### src/design/uswalk_pkg.sv
// uswalk_pkg: shared constants and types for the ustar member stream walker
// used by uswalk_step and ustar_member_stream_walker_unit; no dependencies
package uswalk_pkg;

  localparam int MANIFEST_MAX = 4096;
  localparam int MAN_W = $clog2(MANIFEST_MAX);
  localparam logic [MAN_W-1:0] MAN_LIMIT = MAN_W'(MANIFEST_MAX - 1);

  localparam int SIZE_W = 36;

  localparam logic [2:0] KIND_HEADER   = 3'd0;
  localparam logic [2:0] KIND_OTHER    = 3'd1;
  localparam logic [2:0] KIND_MANIFEST = 3'd2;
  localparam logic [2:0] KIND_PAYLOAD  = 3'd3;
  localparam logic [2:0] KIND_PADDING  = 3'd4;
  localparam logic [2:0] KIND_ENDED    = 3'd5;
  localparam logic [2:0] KIND_STOPPED  = 3'd6;

  localparam logic [2:0] EVT_NONE    = 3'd0;
  localparam logic [2:0] EVT_MEMBER  = 3'd1;
  localparam logic [2:0] EVT_EMPTY   = 3'd2;
  localparam logic [2:0] EVT_END     = 3'd3;
  localparam logic [2:0] EVT_INVALID = 3'd4;

  typedef struct packed {
    logic [7:0]        data_byte;
    logic [2:0]        byte_kind;
    logic [7:0]        payload_index;
    logic              member_last;
    logic [2:0]        header_event;
    logic [SIZE_W-1:0] member_size;
    logic              truncated;
  } res_t;

endpackage

### src/design/uswalk_step.sv
// uswalk_step: walker state registers and the per-item next-state logic
// depends on uswalk_pkg
module uswalk_step (
  input  logic              clk,
  input  logic              rst,
  input  logic              step,
  input  logic [7:0]        arc_byte,
  input  logic              end_in,
  output uswalk_pkg::res_t  res
);

  typedef enum logic [2:0] {
    PH_HEADER,
    PH_DATA,
    PH_PAD,
    PH_ENDED,
    PH_STOPPED
  } phase_t;

  typedef enum logic [1:0] {
    MC_OTHER,
    MC_MANIFEST,
    MC_PAYLOAD
  } mclass_t;

  function automatic logic [7:0] manifest_char(input logic [3:0] i);
    logic [7:0] c;
    unique case (i)
      4'd0:    c = "m";
      4'd1:    c = "a";
      4'd2:    c = "n";
      4'd3:    c = "i";
      4'd4:    c = "f";
      4'd5:    c = "e";
      4'd6:    c = "s";
      4'd7:    c = "t";
      default: c = 8'h00;
    endcase
    return c;
  endfunction

  function automatic logic [7:0] files_char(input logic [2:0] i);
    logic [7:0] c;
    unique case (i)
      3'd0:    c = "f";
      3'd1:    c = "i";
      3'd2:    c = "l";
      3'd3:    c = "e";
      3'd4:    c = "s";
      default: c = "/";
    endcase
    return c;
  endfunction

  function automatic logic [7:0] magic_char(input logic [2:0] i);
    logic [7:0] c;
    unique case (i)
      3'd0:    c = "u";
      3'd1:    c = "s";
      3'd2:    c = "t";
      3'd3:    c = "a";
      default: c = "r";
    endcase
    return c;
  endfunction

  phase_t                          phase, phase_next;
  logic [8:0]                      block_position, block_position_next;
  logic [uswalk_pkg::SIZE_W-1:0]   data_remaining, data_remaining_next;
  logic [8:0]                      pad_remaining, pad_remaining_next;
  logic [uswalk_pkg::SIZE_W-1:0]   size_acc, size_acc_next;
  logic                            size_stopped, size_stopped_next;
  logic [5:0]                      name_flags, name_flags_next;
  logic                            magic_ok, magic_ok_next;
  logic                            is_directory, is_directory_next;
  logic                            block_nonzero, block_nonzero_next;
  logic                            empty_run, empty_run_next;
  mclass_t                         member_class, member_class_next;
  logic [7:0]                      payload_count, payload_count_next;
  logic [uswalk_pkg::MAN_W-1:0]    manifest_bytes, manifest_bytes_next;
  logic                            payload_seen, payload_seen_next;

  logic [8:0]                      pos, pm2, pm257;
  logic                            nonzero_now, strip, is_man, is_files;
  logic [uswalk_pkg::SIZE_W-1:0]   dr_dec;
  logic [8:0]                      pad_dec;
  mclass_t                         cls;

  assign pos   = block_position;
  assign pm2   = pos - 9'd2;
  assign pm257 = pos - 9'd257;

  always_comb begin
    phase_next          = phase;
    block_position_next = block_position;
    data_remaining_next = data_remaining;
    pad_remaining_next  = pad_remaining;
    size_acc_next       = size_acc;
    size_stopped_next   = size_stopped;
    name_flags_next     = name_flags;
    magic_ok_next       = magic_ok;
    is_directory_next   = is_directory;
    block_nonzero_next  = block_nonzero;
    empty_run_next      = empty_run;
    member_class_next   = member_class;
    payload_count_next  = payload_count;
    manifest_bytes_next = manifest_bytes;
    payload_seen_next   = payload_seen;

    nonzero_now = block_nonzero | (arc_byte != 8'h00);
    strip       = name_flags[4];
    is_man      = strip ? name_flags[1] : name_flags[0];
    is_files    = strip ? name_flags[3] : name_flags[2];
    cls         = MC_OTHER;
    dr_dec      = (data_remaining != '0) ? data_remaining - 1'b1 : data_remaining;
    pad_dec     = (pad_remaining != '0) ? pad_remaining - 1'b1 : pad_remaining;

    res.data_byte     = arc_byte;
    res.byte_kind     = uswalk_pkg::KIND_HEADER;
    res.payload_index = 8'd0;
    res.member_last   = 1'b0;
    res.header_event  = uswalk_pkg::EVT_NONE;
    res.member_size   = '0;
    res.truncated     = 1'b0;

    unique case (phase)
      PH_HEADER: begin
        block_nonzero_next = nonzero_now;
        // name candidates
        if (pos <= 9'd8 && arc_byte != manifest_char(pos[3:0]))
          name_flags_next[0] = 1'b0;
        if (pos >= 9'd2 && pos <= 9'd10 && arc_byte != manifest_char(pm2[3:0]))
          name_flags_next[1] = 1'b0;
        if (pos < 9'd6 && arc_byte != files_char(pos[2:0]))
          name_flags_next[2] = 1'b0;
        if (pos >= 9'd2 && pos < 9'd8 && arc_byte != files_char(pm2[2:0]))
          name_flags_next[3] = 1'b0;
        if ((pos == 9'd0 && arc_byte != ".") || (pos == 9'd1 && arc_byte != "/"))
          name_flags_next[4] = 1'b0;
        // octal size field
        if (pos >= 9'd124 && pos < 9'd136 && !size_stopped) begin
          if (arc_byte == 8'h00)
            size_stopped_next = 1'b1;
          else if (arc_byte >= "0" && arc_byte <= "7")
            size_acc_next = {size_acc[uswalk_pkg::SIZE_W-4:0], arc_byte[2:0]};
        end
        if (pos == 9'd156)
          is_directory_next = (arc_byte == "5");
        if (pos >= 9'd257 && pos < 9'd262 && arc_byte != magic_char(pm257[2:0]))
          magic_ok_next = 1'b0;
        if ((pos == 9'd263 || pos == 9'd264) && arc_byte != "0")
          magic_ok_next = 1'b0;

        if (pos != 9'd511) begin
          block_position_next = pos + 9'd1;
        end else begin
          if (!nonzero_now) begin
            if (empty_run) begin
              res.header_event = uswalk_pkg::EVT_END;
              phase_next       = PH_ENDED;
            end else begin
              res.header_event = uswalk_pkg::EVT_EMPTY;
              empty_run_next   = 1'b1;
            end
          end else if (!magic_ok) begin
            empty_run_next   = 1'b0;
            res.header_event = uswalk_pkg::EVT_INVALID;
            phase_next       = PH_STOPPED;
          end else begin
            empty_run_next   = 1'b0;
            res.header_event = uswalk_pkg::EVT_MEMBER;
            res.member_size  = size_acc;
            if (is_man && !is_directory)
              cls = MC_MANIFEST;
            else if (is_files && !is_directory)
              cls = MC_PAYLOAD;
            else
              cls = MC_OTHER;
            member_class_next = cls;
            if (cls == MC_PAYLOAD) begin
              if (payload_seen) begin
                if (payload_count != 8'd255)
                  payload_count_next = payload_count + 8'd1;
              end else begin
                payload_seen_next = 1'b1;
              end
              res.payload_index = payload_count_next;
            end
            manifest_bytes_next = '0;
            data_remaining_next = size_acc;
            pad_remaining_next  = 9'd0 - size_acc[8:0];
            phase_next          = (size_acc != '0) ? PH_DATA : PH_HEADER;
          end
          // start a fresh header
          block_position_next = 9'd0;
          size_acc_next       = '0;
          size_stopped_next   = 1'b0;
          name_flags_next     = 6'h3f;
          magic_ok_next       = 1'b1;
          is_directory_next   = 1'b0;
          block_nonzero_next  = 1'b0;
        end
      end
      PH_DATA: begin
        if (member_class == MC_PAYLOAD) begin
          res.byte_kind     = uswalk_pkg::KIND_PAYLOAD;
          res.payload_index = payload_count;
        end else if (member_class == MC_MANIFEST && manifest_bytes < uswalk_pkg::MAN_LIMIT) begin
          res.byte_kind       = uswalk_pkg::KIND_MANIFEST;
          manifest_bytes_next = manifest_bytes + 1'b1;
        end else begin
          res.byte_kind = uswalk_pkg::KIND_OTHER;
        end
        data_remaining_next = dr_dec;
        if (dr_dec == '0) begin
          res.member_last = 1'b1;
          phase_next      = (pad_remaining != '0) ? PH_PAD : PH_HEADER;
        end
      end
      PH_PAD: begin
        res.byte_kind      = uswalk_pkg::KIND_PADDING;
        pad_remaining_next = pad_dec;
        if (pad_dec == '0)
          phase_next = PH_HEADER;
      end
      PH_ENDED: begin
        res.byte_kind = uswalk_pkg::KIND_ENDED;
      end
      default: begin
        res.byte_kind = uswalk_pkg::KIND_STOPPED;
      end
    endcase

    res.truncated = end_in && (phase_next == PH_DATA);
  end

  always_ff @(posedge clk) begin
    if (rst || (step && end_in)) begin
      phase          <= PH_HEADER;
      block_position <= 9'd0;
      data_remaining <= '0;
      pad_remaining  <= 9'd0;
      size_acc       <= '0;
      size_stopped   <= 1'b0;
      name_flags     <= 6'h3f;
      magic_ok       <= 1'b1;
      is_directory   <= 1'b0;
      block_nonzero  <= 1'b0;
      empty_run      <= 1'b0;
      member_class   <= MC_OTHER;
      payload_count  <= 8'd0;
      manifest_bytes <= '0;
      payload_seen   <= 1'b0;
    end else if (step) begin
      phase          <= phase_next;
      block_position <= block_position_next;
      data_remaining <= data_remaining_next;
      pad_remaining  <= pad_remaining_next;
      size_acc       <= size_acc_next;
      size_stopped   <= size_stopped_next;
      name_flags     <= name_flags_next;
      magic_ok       <= magic_ok_next;
      is_directory   <= is_directory_next;
      block_nonzero  <= block_nonzero_next;
      empty_run      <= empty_run_next;
      member_class   <= member_class_next;
      payload_count  <= payload_count_next;
      manifest_bytes <= manifest_bytes_next;
      payload_seen   <= payload_seen_next;
    end
  end

endmodule

### src/design/ustar_member_stream_walker_unit.sv
// ustar_member_stream_walker_unit: top level with input and result registers
// depends on uswalk_pkg and uswalk_step
//
// usage
//   archive bytes enter on archive_valid/archive_ready with stream_end set on
//   the last byte of a buffer; each byte gives exactly one result item on
//   result_valid/result_ready carrying the byte, its kind, payload index,
//   member_last, header_event, member_size and truncated
//   an accepted item waits in the input register until the result register is
//   free or being taken, then the walker state advances and the result is loaded
//   into the result register, where it is offered on result_valid
//   throughput is one item per cycle while result_ready is high; the single
//   step of walker state between the input and result registers sets that figure
//   when result_ready is low the result register holds, the input register
//   still takes one more item, and archive_ready then drops until the
//   result is taken
//   rst (synchronous, active high) empties both registers and returns the
//   walker to the start of an archive; a stream_end item does the same for
//   the items after it
module ustar_member_stream_walker_unit (
  input  logic                          clk,
  input  logic                          rst,
  input  logic [7:0]                    archive_byte,
  input  logic                          stream_end,
  input  logic                          archive_valid,
  output logic                          archive_ready,
  output logic [7:0]                    data_byte,
  output logic [2:0]                    byte_kind,
  output logic [7:0]                    payload_index,
  output logic                          member_last,
  output logic [2:0]                    header_event,
  output logic [uswalk_pkg::SIZE_W-1:0] member_size,
  output logic                          truncated,
  output logic                          result_valid,
  input  logic                          result_ready
);

  logic             in_full;
  logic [7:0]       in_byte;
  logic             in_end;
  logic             out_full;
  uswalk_pkg::res_t res_comb, res_q;
  logic             move;

  assign move          = in_full && (!out_full || result_ready);
  assign archive_ready = !in_full || move;

  uswalk_step u_step (
    .clk      (clk),
    .rst      (rst),
    .step     (move),
    .arc_byte (in_byte),
    .end_in   (in_end),
    .res      (res_comb)
  );

  always_ff @(posedge clk) begin
    if (rst) begin
      in_full  <= 1'b0;
      out_full <= 1'b0;
    end else begin
      in_full  <= (archive_valid && archive_ready) || (in_full && !move);
      out_full <= move || (out_full && !result_ready);
    end
  end

  always_ff @(posedge clk) begin
    if (archive_valid && archive_ready) begin
      in_byte <= archive_byte;
      in_end  <= stream_end;
    end
    if (move)
      res_q <= res_comb;
  end

  assign result_valid  = out_full;
  assign data_byte     = res_q.data_byte;
  assign byte_kind     = res_q.byte_kind;
  assign payload_index = res_q.payload_index;
  assign member_last   = res_q.member_last;
  assign header_event  = res_q.header_event;
  assign member_size   = res_q.member_size;
  assign truncated     = res_q.truncated;

endmodule

### config.mk
export PLATFORM = sky130hd
export DESIGN_NAME = ustar_member_stream_walker_unit
export DESIGN_NICKNAME = d
export VERILOG_FILES = /design/src/design/uswalk_pkg.sv /design/src/design/uswalk_step.sv /design/src/design/ustar_member_stream_walker_unit.sv
export SDC_FILE = /design/constraint.sdc
export NUM_CORES = 1
export LEC_CHECK = 0
export BUFFER_PORTS_ARGS = -buffer_cell sky130_fd_sc_hd__buf_4
export CAP_MARGIN = 40
export CORE_MARGIN = 3
export CORE_UTILIZATION = 55
export DETAILED_ROUTE_END_ITERATION = 6
export PLACE_DENSITY = 0.78
export SYNTH_ARGS = -nofsm -noshare
export SYNTH_HDL_FRONTEND = slang
export SYNTH_HIERARCHICAL = 1
export SYNTH_SLANG_ARGS = --single-unit
### constraint.sdc
create_clock -name clk -period 3 [get_ports clk]
set_input_delay 0 -clock clk [delete_from_list [all_inputs] [get_ports clk]]
set_output_delay 0 -clock clk [all_outputs]
set_load 0.01 [all_outputs]
==> metrics.yaml, run 1 <==
synth_seq_cells: 202
rows: 51
pwr-share-comb_pct: 5.8
post_cts_buffers: 0
register_area_mm2: 0.00473
rr_worst_depth: 10
max_freq_ghz: 0.347
dp_hpwl_mm: 22.1
remaining_drc_errors: 0
powerDensity_mw_per_mm2: 463
core-area_mm2: 0.0197
fin_crit_sh_pct: 95.9
crit_buf_inv: 1
p_switching_w: 0.00134
dr.pass1.iters: 5
ys_warn_count: 6
io_pins: 75
worst_r2r_endpoint: "truncated"
wl_per_cell_um: 18.7
cts_buffer_depth: 3
ir_drop_uv: 354
hold_end: "in_byte[3]"
fin_crit_ns: 2.88
setup_viol: 0
initial_core_util_pct: 56.5
cp.required_ns: 3.33
vias: 10319
numClockSinks: 202
syn_to_final_growth_pct: 20.6
cts_buffers: 22
endpoint_kind: "flip-flop"
grt_pass1_vias: 9565
synth.net_count: 1324
status: "complete, no violations"
critPathKind: "flip-flop to flip-flop"
slowest_stage: "or4b_2"
cts_tree: "built"
syn_area_mm2: 0.0111
finalClockSkew_ns: 0.0202
fin_nets: 1439
synth_area_per_cell_um2: 8.62
synth_ff_type: "dfxtp_1"
path_max_fanout: 4
synthArstFlopShare_pct: 0
critPathArrivalTime_ns: 3.21
hold_depth: 2
ys_seq_area_share_pct: 42.7
grt_max_degree: 73
slew_headroom_pct: 50.5
viasPerCell: 6.13
grt_usage_pct: 28.1
p_seq_share_pct: 47.0
antenna_found_initial: 0
overflow: 0
hold_viol: 0
hp-start: "archive_byte[3]"
clkPwrFrac_pct: 47.2
dp.cells: 1630
cp-start-kind: "flip-flop"
max_stage_delay_ns: 0.60
switching_share_pct: 21.7
io_buffers: 74
gp_congestion: 1.01
clock_latency_ns: 0.51
synth_cell_types: 88
drtIter0Drc: 1004
worstPathCellList: "inv_1, ha_1, nor4b_4, and3b_1, nor4_4, xor2_1, o31ai_2, nand2_1, or4b_2, a211oi_1"
drive_gt1_share_pct: 18.2
die-area_mm2: 0.0219
critical-path-top-delay-family: "simple AND/OR/NAND/NOR gates"
ff2ff_setup_slack_ns: 0.12
clock-root-buffer: "clkbuf_16"
die_x_um: 148
cap_violations: 0
synth_edf_count: 69
power_leakage_nw: 5.18
routed_wl_mm: 31.5
tightestPinTransition_ns: 0.742
reg2reg_from: "u_step/pad_remaining[0]"
hold_path_class: "primary input to flip-flop"
drv_slew: 0
die_y_um: 148
dp_slack_ns: 0.00789
netlist_instances: 1287
worst_slack_ns: 0.122
htreeDepth: 1
stdcell_count: 1683
ant_nets: 0
clkTransAtPathRegs_ns: 0.06
p_int_w: 0.00485
post-route-util_pct: 68.1
grt_pass1_wl_mm: 50.7
multi_input_area_mm2: 0.00598
fillers: 1619
diodes: 0
[synth_stat cells (7+ instances only)]
cell type	n	share of area, %
nor4b_1	7	0.55
o22ai_1	10	0.56
a21o_1	13	0.88
o31ai_1	16	1.1
a22oi_1	21	1.4
and2_1	44	2.5
nand3_1	34	1.5
a21oi_1	91	4.1
inv_1	29	0.98
o21ai_0	62	2.8
nor3b_1	34	2.3
a211oi_1	13	0.88
a31oi_1	15	0.85
nor2_1	175	5.9
buf_4	9	0.61
dfxtp_1	133	24
edfxtp_1	69	19
nand3b_1	9	0.61
nand4_1	18	1.0
and3_1	14	0.79
xnor2_1	17	1.3
ha_1	24	2.7
mux2i_1	10	0.90
nand2b_1	10	0.56
clkbuf_1	73	2.5
nand2_1	109	3.7
nor3_1	47	2.1
nor4_1	19	1.1
or3_1	20	1.1
xor2_1	26	2.1
[power by group through the flow]
stage,Sequential (W),Combinational (W),Clock (W)
2_1_floorplan,0.00299,0.000170,0
3_3_place_gp,0.00297,0.000332,0
3_5_place_dp,0.00297,0.000339,0
4_1_cts,0.00291,0.000354,0.00295
5_1_grt,0.00291,0.000387,0.00306
6_report,0.00291,0.000357,0.00292
[per-stage QoR]
step	TNS [ns]	hold slack, ns	power (W)	cell area (um2)
6_report	0	0.208	0.00619	13400
5_1_grt	-0.00409	0.219	0.00636	13400
4_1_cts	0	0.201	0.00622	13300
3_5_place_dp	0	0.180	0.00331	12400
3_3_place_gp	0	0.178	0.00330	12400
2_1_floorplan	0	0.0624	0.00316	11100
[cell usage in the layout, fill, tap and decap left out, types with 27 or more instances in the layout]
cell type / instances
nor2_1: 173
o21ai_0: 62
buf_4: 167
edfxtp_1: 69
clkbuf_16: 27
nor3_1: 44
and2_1: 44
nand3_1: 34
a21oi_1: 91
inv_1: 29
dfxtp_1: 133
nand2_1: 108
nor3b_1: 34
[how the worst max path moves through the flow]
stage / start / cells after the start / endpoint
after floorplan: u_step/block_position[0] / 15 / u_step/payload_count[0]
after global placement: u_step/pad_remaining[0] / 10 / truncated
after detailed placement: u_step/pad_remaining[0] / 10 / truncated
after CTS: u_step/pad_remaining[0] / 10 / truncated
after global routing: u_step/block_position[0] / 11 / u_step/manifest_bytes[9]
final: u_step/pad_remaining[0] / 10 / truncated
[cells by family after synthesis]
group	synth area share (%)
buffers and inverters	4.54
and+or+nand+nor	28.5
AOI/OAI and AO/OA	17.0
DFF	42.7
xor gates and xnor gates	3.54
adders and majority gates	2.71
muxes	1.00
[flip-flops by register name, summed over array words and instances (netlist names), 2 cells and up, named ones only]
signal,cells
header_event,3
u_step/data_remaining,36
data_byte,8
member_size,36
u_step/phase,3
u_step/member_class,2
u_step/block_position,9
payload_index,8
u_step/pad_remaining,9
byte_kind,3
u_step/name_flags,5
u_step/manifest_bytes,12
u_step/payload_count,8
u_step/size_acc,36
in_byte,8
[what timing repair did]
action	CTS	global route
pin swaps	0	1
gates resized for setup	1	14
endpoints found under the hold margin	22	0
gates cloned	0	0
hold buffers	13	0
setup endpoints to repair	1	35
[metal layers]
layer	global-route usage, %	wire [um]
met1	40.5	13800
met2	45.1	14500
met3	4.20	2540
met4	6.51	636
met5	0	0
[area by class of cell]
| type | instances | area share [%] |
|---|---|---|
| Tap cell | 265 | 2.48 |
| Multi-Input combinational cell | 965 | 44.7 |
| Timing Repair Buffer | 182 | 10.6 |
| Clock buffer | 34 | 5.62 |
| Inverter | 29 | 0.813 |
| Sequential cell | 202 | 35.4 |
| Clock inverter | 6 | 0.411 |
Power figures use the tool's default switching activity.
==> run 2: changes to the inputs <==
ABC_AREA = 1   (was unset)
PLACE_DENSITY = 0.76   (was 0.78)
==> run 2 against run 1 <==
Clock skew decreased by 0.011 ns. Clock-buffer cell count is 5 lower. Via count is 1.4% higher. Largest power group unchanged. Largest cell class unchanged.
==> metrics.yaml, run 2 <==
status: "complete, no violations"
pwr-share-comb_pct: 17.9
synth_most_common_cell: "nand2_1"
core-area_mm2: 0.0191
yosysTopAreaCell: "dfxtp_1"
hold_viol: 0
die-area_mm2: 0.0215
p_switching_w: 0.00209
diodes: 0
reg2reg_from: "u_step/data_remaining[1]"
cp.required_ns: 3.26
critPathKind: "flip-flop to flip-flop"
routed_wl_mm: 32.1
design_area_mm2: 0.0128
drive_gt1_share_pct: 12.2
viasPerCell: 5.75
finalClockSkew_ns: 0.00953
hold_path_class: "primary input to flip-flop"
gp_congestion: 1.00
place_area_mm2: 0.0118
ir_drop_uv: 449
grt_setup_unrepaired: "no"
fin_crit_ns: 2.74
remaining_drc_errors: 0
cts_buffer_depth: 3
tightestPinTransition_ns: 0.679
power_leakage_nw: 5.29
die_y_um: 147
path_max_fanout: 29
synth.net_count: 1492
die_x_um: 147
p_int_w: 0.00540
numClockSinks: 202
synth.area.top_cells: "dfxtp_1, edfxtp_1, nand2_1"
clock_latency_ns: 0.50
io_buffers: 74
io_pins: 75
mostFrequentLayoutCells: "nand2_1, nor2_1, inv_1"
antenna_found_initial: 0
critPathLaunch: "u_step/data_remaining[1]"
grt_pass1_vias: 9778
switching_share_pct: 28.0
grt_max_degree: 81
register_area_mm2: 0.00473
cts_tree: "built"
vias: 10464
setup_viol: 0
setup-tns-final_ns: 0
endpoint_kind: "flip-flop"
clock-root-buffer: "clkbuf_16"
critPathArrivalTime_ns: 3.00
ys_seq_area_share_pct: 43.5
cp-start-kind: "flip-flop"
fin_nets: 1581
post-route-util_pct: 67.2
synthArstFlopShare_pct: 0
hp-start: "archive_valid"
dp_hpwl_mm: 22.7
cap_violations: 0
htreeDepth: 1
synth_edf_count: 69
synth_ff_type: "dfxtp_1"
slew_headroom_pct: 54.3
rows: 50
ys_top_cells_by_count: "nand2_1, nor2_1, inv_1, dfxtp_1, a21oi_1"
cts_buffers: 23
clkPwrFrac_pct: 42.8
grt_pass1_wl_mm: 51.0
fin_crit_sh_pct: 91.3
initial_core_util_pct: 57.1
ant_nets: 0
final_common_cell: "nand2_1"
multi_input_area_mm2: 0.00521
synth_area_per_cell_um2: 7.49
netlist_instances: 1455
dr.pass1.iters: 5
grt_usage_pct: 28.7
powerDensity_mw_per_mm2: 584
fillers: 1594
yosysTopAreaCellShare_pct: 24.4
drtIter0Drc: 1125
synth_seq_cells: 202
syn_area_mm2: 0.0109
clkTransAtPathRegs_ns: 0.06
drv_slew: 0
syn_to_final_growth_pct: 17.7
max_freq_ghz: 0.365
synth_cell_types: 53
ys_warn_count: 6
p_seq_share_pct: 39.3
overflow: 0
wl_per_cell_um: 17.6
run 2: changes by cell type in the layout (fill, tap and decap cells not counted), moves of 27 or more:
cell      delta
inv_1      +146
nand2_1    +128
nand3_1     +82
buf_4       -58
and2_1      -44
nor3b_1     -34
nor2_1      +32
a21oi_1     +27
a221oi_1    +27
run 2: stage by stage:
| step | hold slack, ns | power [W] | worst slack (ns) | instances |
|---|---|---|---|---|
| 2_1_floorplan | 0.0624 | 0.00392 | 0.0115 | 1455 |
| 3_3_place_gp | 0.179 | 0.00428 | 0.180 | 1767 |
| 3_5_place_dp | 0.180 | 0.00428 | 0.181 | 1767 |
| 4_1_cts | 0.110 | 0.00748 | 0.165 | 1820 |
| 5_1_grt | 0.101 | 0.00778 | 0.0139 | 1820 |
| 6_report | 0.0910 | 0.00749 | 0.261 | 1820 |
run 2: worst max-delay path, cell delays in order (launching register included):
cell	delay (ns)
dfxtp_1	0.31
inv_1	0.10
ha_1	0.20
nand2_2	0.09
nor2_4	0.22
nand2_2	0.11
nor2_4	0.18
nand2_4	0.13
buf_6	0.22
o21ai_0	0.16
nand3_1	0.14
nor2_2	0.14
nand3_2	0.10
o21ai_1	0.18
nand3_1	0.11
nand2_1	0.07
nor2_1	0.04
run 2: path summary, 6_finish.rpt:
path | to | slack, ns | cells after the start
min | in_byte[4] | 0.09 | 3
max reg2reg | truncated | 0.26 | 16
min reg2reg | u_step/size_acc[34] | 0.46 | 2
max | truncated | 0.26 | 16
run 2: cell type report:
class / count / share of cell area, %
timing repair buffer: 124 / 7.72
tap: 260 / 2.54
multi-input combinational: 1005 / 40.6
clock inverter: 12 / 1.79
inverter: 188 / 5.52
sequential: 202 / 36.9
clock buffer: 29 / 4.91
run 2: repair_timing:
item                       CTS  global route
setup endpoints to repair    0            21
hold endpoints to repair    11             0
hold buffers                12             0
buffers inserted             0             0
resized for setup            0             5
run 2: cells by family (layout without fill, tap and decap cells):
logic type                 after synthesis  count (layout)  synth area share, %
AOI/OAI and AO/OA                      286             286                 15.3
xor gates and xnor gates                44              44                 3.54
adders and majority gates               24              24                 2.76
buffers and inverters                  248             353                 9.07
DFF                                    202             202                 43.5
muxes                                    1               1               0.0919
and+or+nand+nor                        650             650                 25.8
run 2: power by group through the flow:
stage	clock (W)	sequential [W]	combinational (W)
after CTS	0.00323	0.00294	0.00130
after global routing	0.00334	0.00295	0.00149
after floorplan	0	0.00300	0.000920
final	0.00321	0.00294	0.00134
after global placement	0	0.00300	0.00128
after detailed placement	0	0.00300	0.00128
run 2: routing by layer:
layer	global-route usage [%]	share of wire, %
met1	38.4	41
met5	0	0
met2	48.9	48
met3	3.18	6.8
met4	9.78	3.4
==> run 3: changes to the inputs <==
ABC_AREA = unset   (was 1)
==> run 3 against run 2 <==
Die area increased by 1.8%. Sequential share of layout area decreased by 1.1 points. Cell area increased by 3.2%. Clock-buffer cell count unchanged. Via count decreased by 2.6%. Global-route usage decreased by 0.93 points. Non-clock buffer count increased by 50. Maximum frequency decreased by 6.3%. Critical endpoint unchanged. Largest power group is now sequential cells.
==> metrics.yaml, run 3 (synthesis results as in run 1) <==
status: "complete, no violations"
post-route-util_pct: 67.3
slew_headroom_pct: 47.7
drive_gt1_share_pct: 17.4
initial_core_util_pct: 56.5
mostFrequentLayoutCells: "nor2_1, buf_4, dfxtp_1"
cts_tree: "built"
numClockSinks: 202
cts_buffers: 22
dp.cells: 1620
max_stage_delay_ns: 0.48
holdWs_ns: 0.209
cap_violations: 0
p_total_w: 0.00609
die_x_um: 148
clock_latency_ns: 0.51
grt_usage_pct: 27.8
power_leakage_nw: 5.09
clock-root-buffer: "clkbuf_16"
overflow: 0
critPathKind: "flip-flop to flip-flop"
ir_drop_uv: 345
fin_crit_ns: 2.92
p_seq_share_pct: 47.7
ant_nets: 0
hold_path_class: "primary input to flip-flop"
setup_viol: 0
switching_share_pct: 22.0
die-area_mm2: 0.0219
slowest_stage: "nor4_4"
die_y_um: 148
worstPathCellList: "nor4_4, buf_4, nand4_2, nor2_1, and4b_1, xnor2_1, nor4b_1, o2111a_2, a211oi_1"
io_pins: 75
tightestPinTransition_ns: 0.784
core-area_mm2: 0.0197
drtIter0Drc: 1163
gp_congestion: 1.00
clkPwrFrac_pct: 46.4
vias: 10187
cts_buffer_depth: 3
io_buffers: 74
fin_nets: 1431
hold_viol: 0
drv_slew: 0
path_max_fanout: 7
finalClockSkew_ns: 0.0137
pwr-share-comb_pct: 5.9
antenna_found_initial: 0
grt_pass1_vias: 9364
viasPerCell: 6.08
max_freq_ghz: 0.342
dr.pass1.iters: 6
routed_wl_mm: 31.1
grt_max_degree: 73
p_int_w: 0.00475
place_area_mm2: 0.0123
rows: 51
critPathArrivalTime_ns: 3.18
endpoint_kind: "flip-flop"
cp-start-kind: "flip-flop"
powerDensity_mw_per_mm2: 461
grt_pass1_wl_mm: 50.0
diodes: 0
final_common_cell: "nor2_1"
grt_setup_unrepaired: "yes"
stdcell_count: 1675
design_area_mm2: 0.0132
critical-path-top-delay-family: "simple AND/OR/NAND/NOR gates"
clkTransAtPathRegs_ns: 0.06
htreeDepth: 1
cp.required_ns: 3.26
crit_buf_inv: 1
p_switching_w: 0.00134
remaining_drc_errors: 0
fin_crit_sh_pct: 97.5
wl_per_cell_um: 18.6
syn_to_final_growth_pct: 19.2
dp_hpwl_mm: 22.0
==> run 3: worst reg2reg max path, stage by stage, from the launching register on <==
cell	delay (ns)
dfxtp_1	0.39
nor4_4	0.48
buf_4	0.19
nand4_2	0.13
nor2_1	0.21
and4b_1	0.25
xnor2_1	0.20
nor4b_1	0.42
o2111a_2	0.33
a211oi_1	0.08
==> run 3: routing by layer <==
layer,wire length (um),up-vias,global-route usage (%)
met5,0,-,0
met4,611,0,6.05
met3,2260,52,4.38
met2,13900,364,42.7
met1,14400,4861,41.7
li1,-,4910,-
==> run 3: power groups by stage <==
stage | registers, W | clock network, W | logic [W]
6_report | 0.00291 | 0.00283 | 0.000359
5_1_grt | 0.00291 | 0.00297 | 0.000390
4_1_cts | 0.00291 | 0.00287 | 0.000356
3_5_place_dp | 0.00297 | 0 | 0.000341
3_3_place_gp | 0.00297 | 0 | 0.000337
2_1_floorplan | 0.00299 | 0 | 0.000170
==> run 3: worst paths after layout <==
check | cells past startpoint | slack (ns) | start | endpoint
worst max-delay path | 9 | 0.08 | u_step/data_remaining[9] | truncated
worst min-delay path | 2 | 0.21 | stream_end | in_end
worst max register to register | 9 | 0.08 | u_step/data_remaining[9] | truncated
worst min register to register | 1 | 0.45 | u_step/name_flags[0] | u_step/name_flags[0]
==> run 3: what timing repair did <==
item	in CTS	in global routing
hold endpoints to repair	24	0
resized for setup	0	12
buffers inserted	0	2
hold buffers	13	0
endpoints found under the setup margin	0	23
==> run 3: area by class of cell <==
class	instances	area [um2]
tap	265	332
inverter	29	109
sequential	202	4740
clock inverter	11	133
multi-input combinational	965	5930
timing repair buffer	174	1370
clock buffer	29	619
fill	1640	6420
==> run 3: stage by stage <==
step	setup slack, ns	TNS, ns
2_1_floorplan	0.0495	0
3_3_place_gp	0.151	0
3_5_place_dp	0.0168	0
4_1_cts	0.0316	0
5_1_grt	-0.0574	-0.0574
6_report	0.0757	0
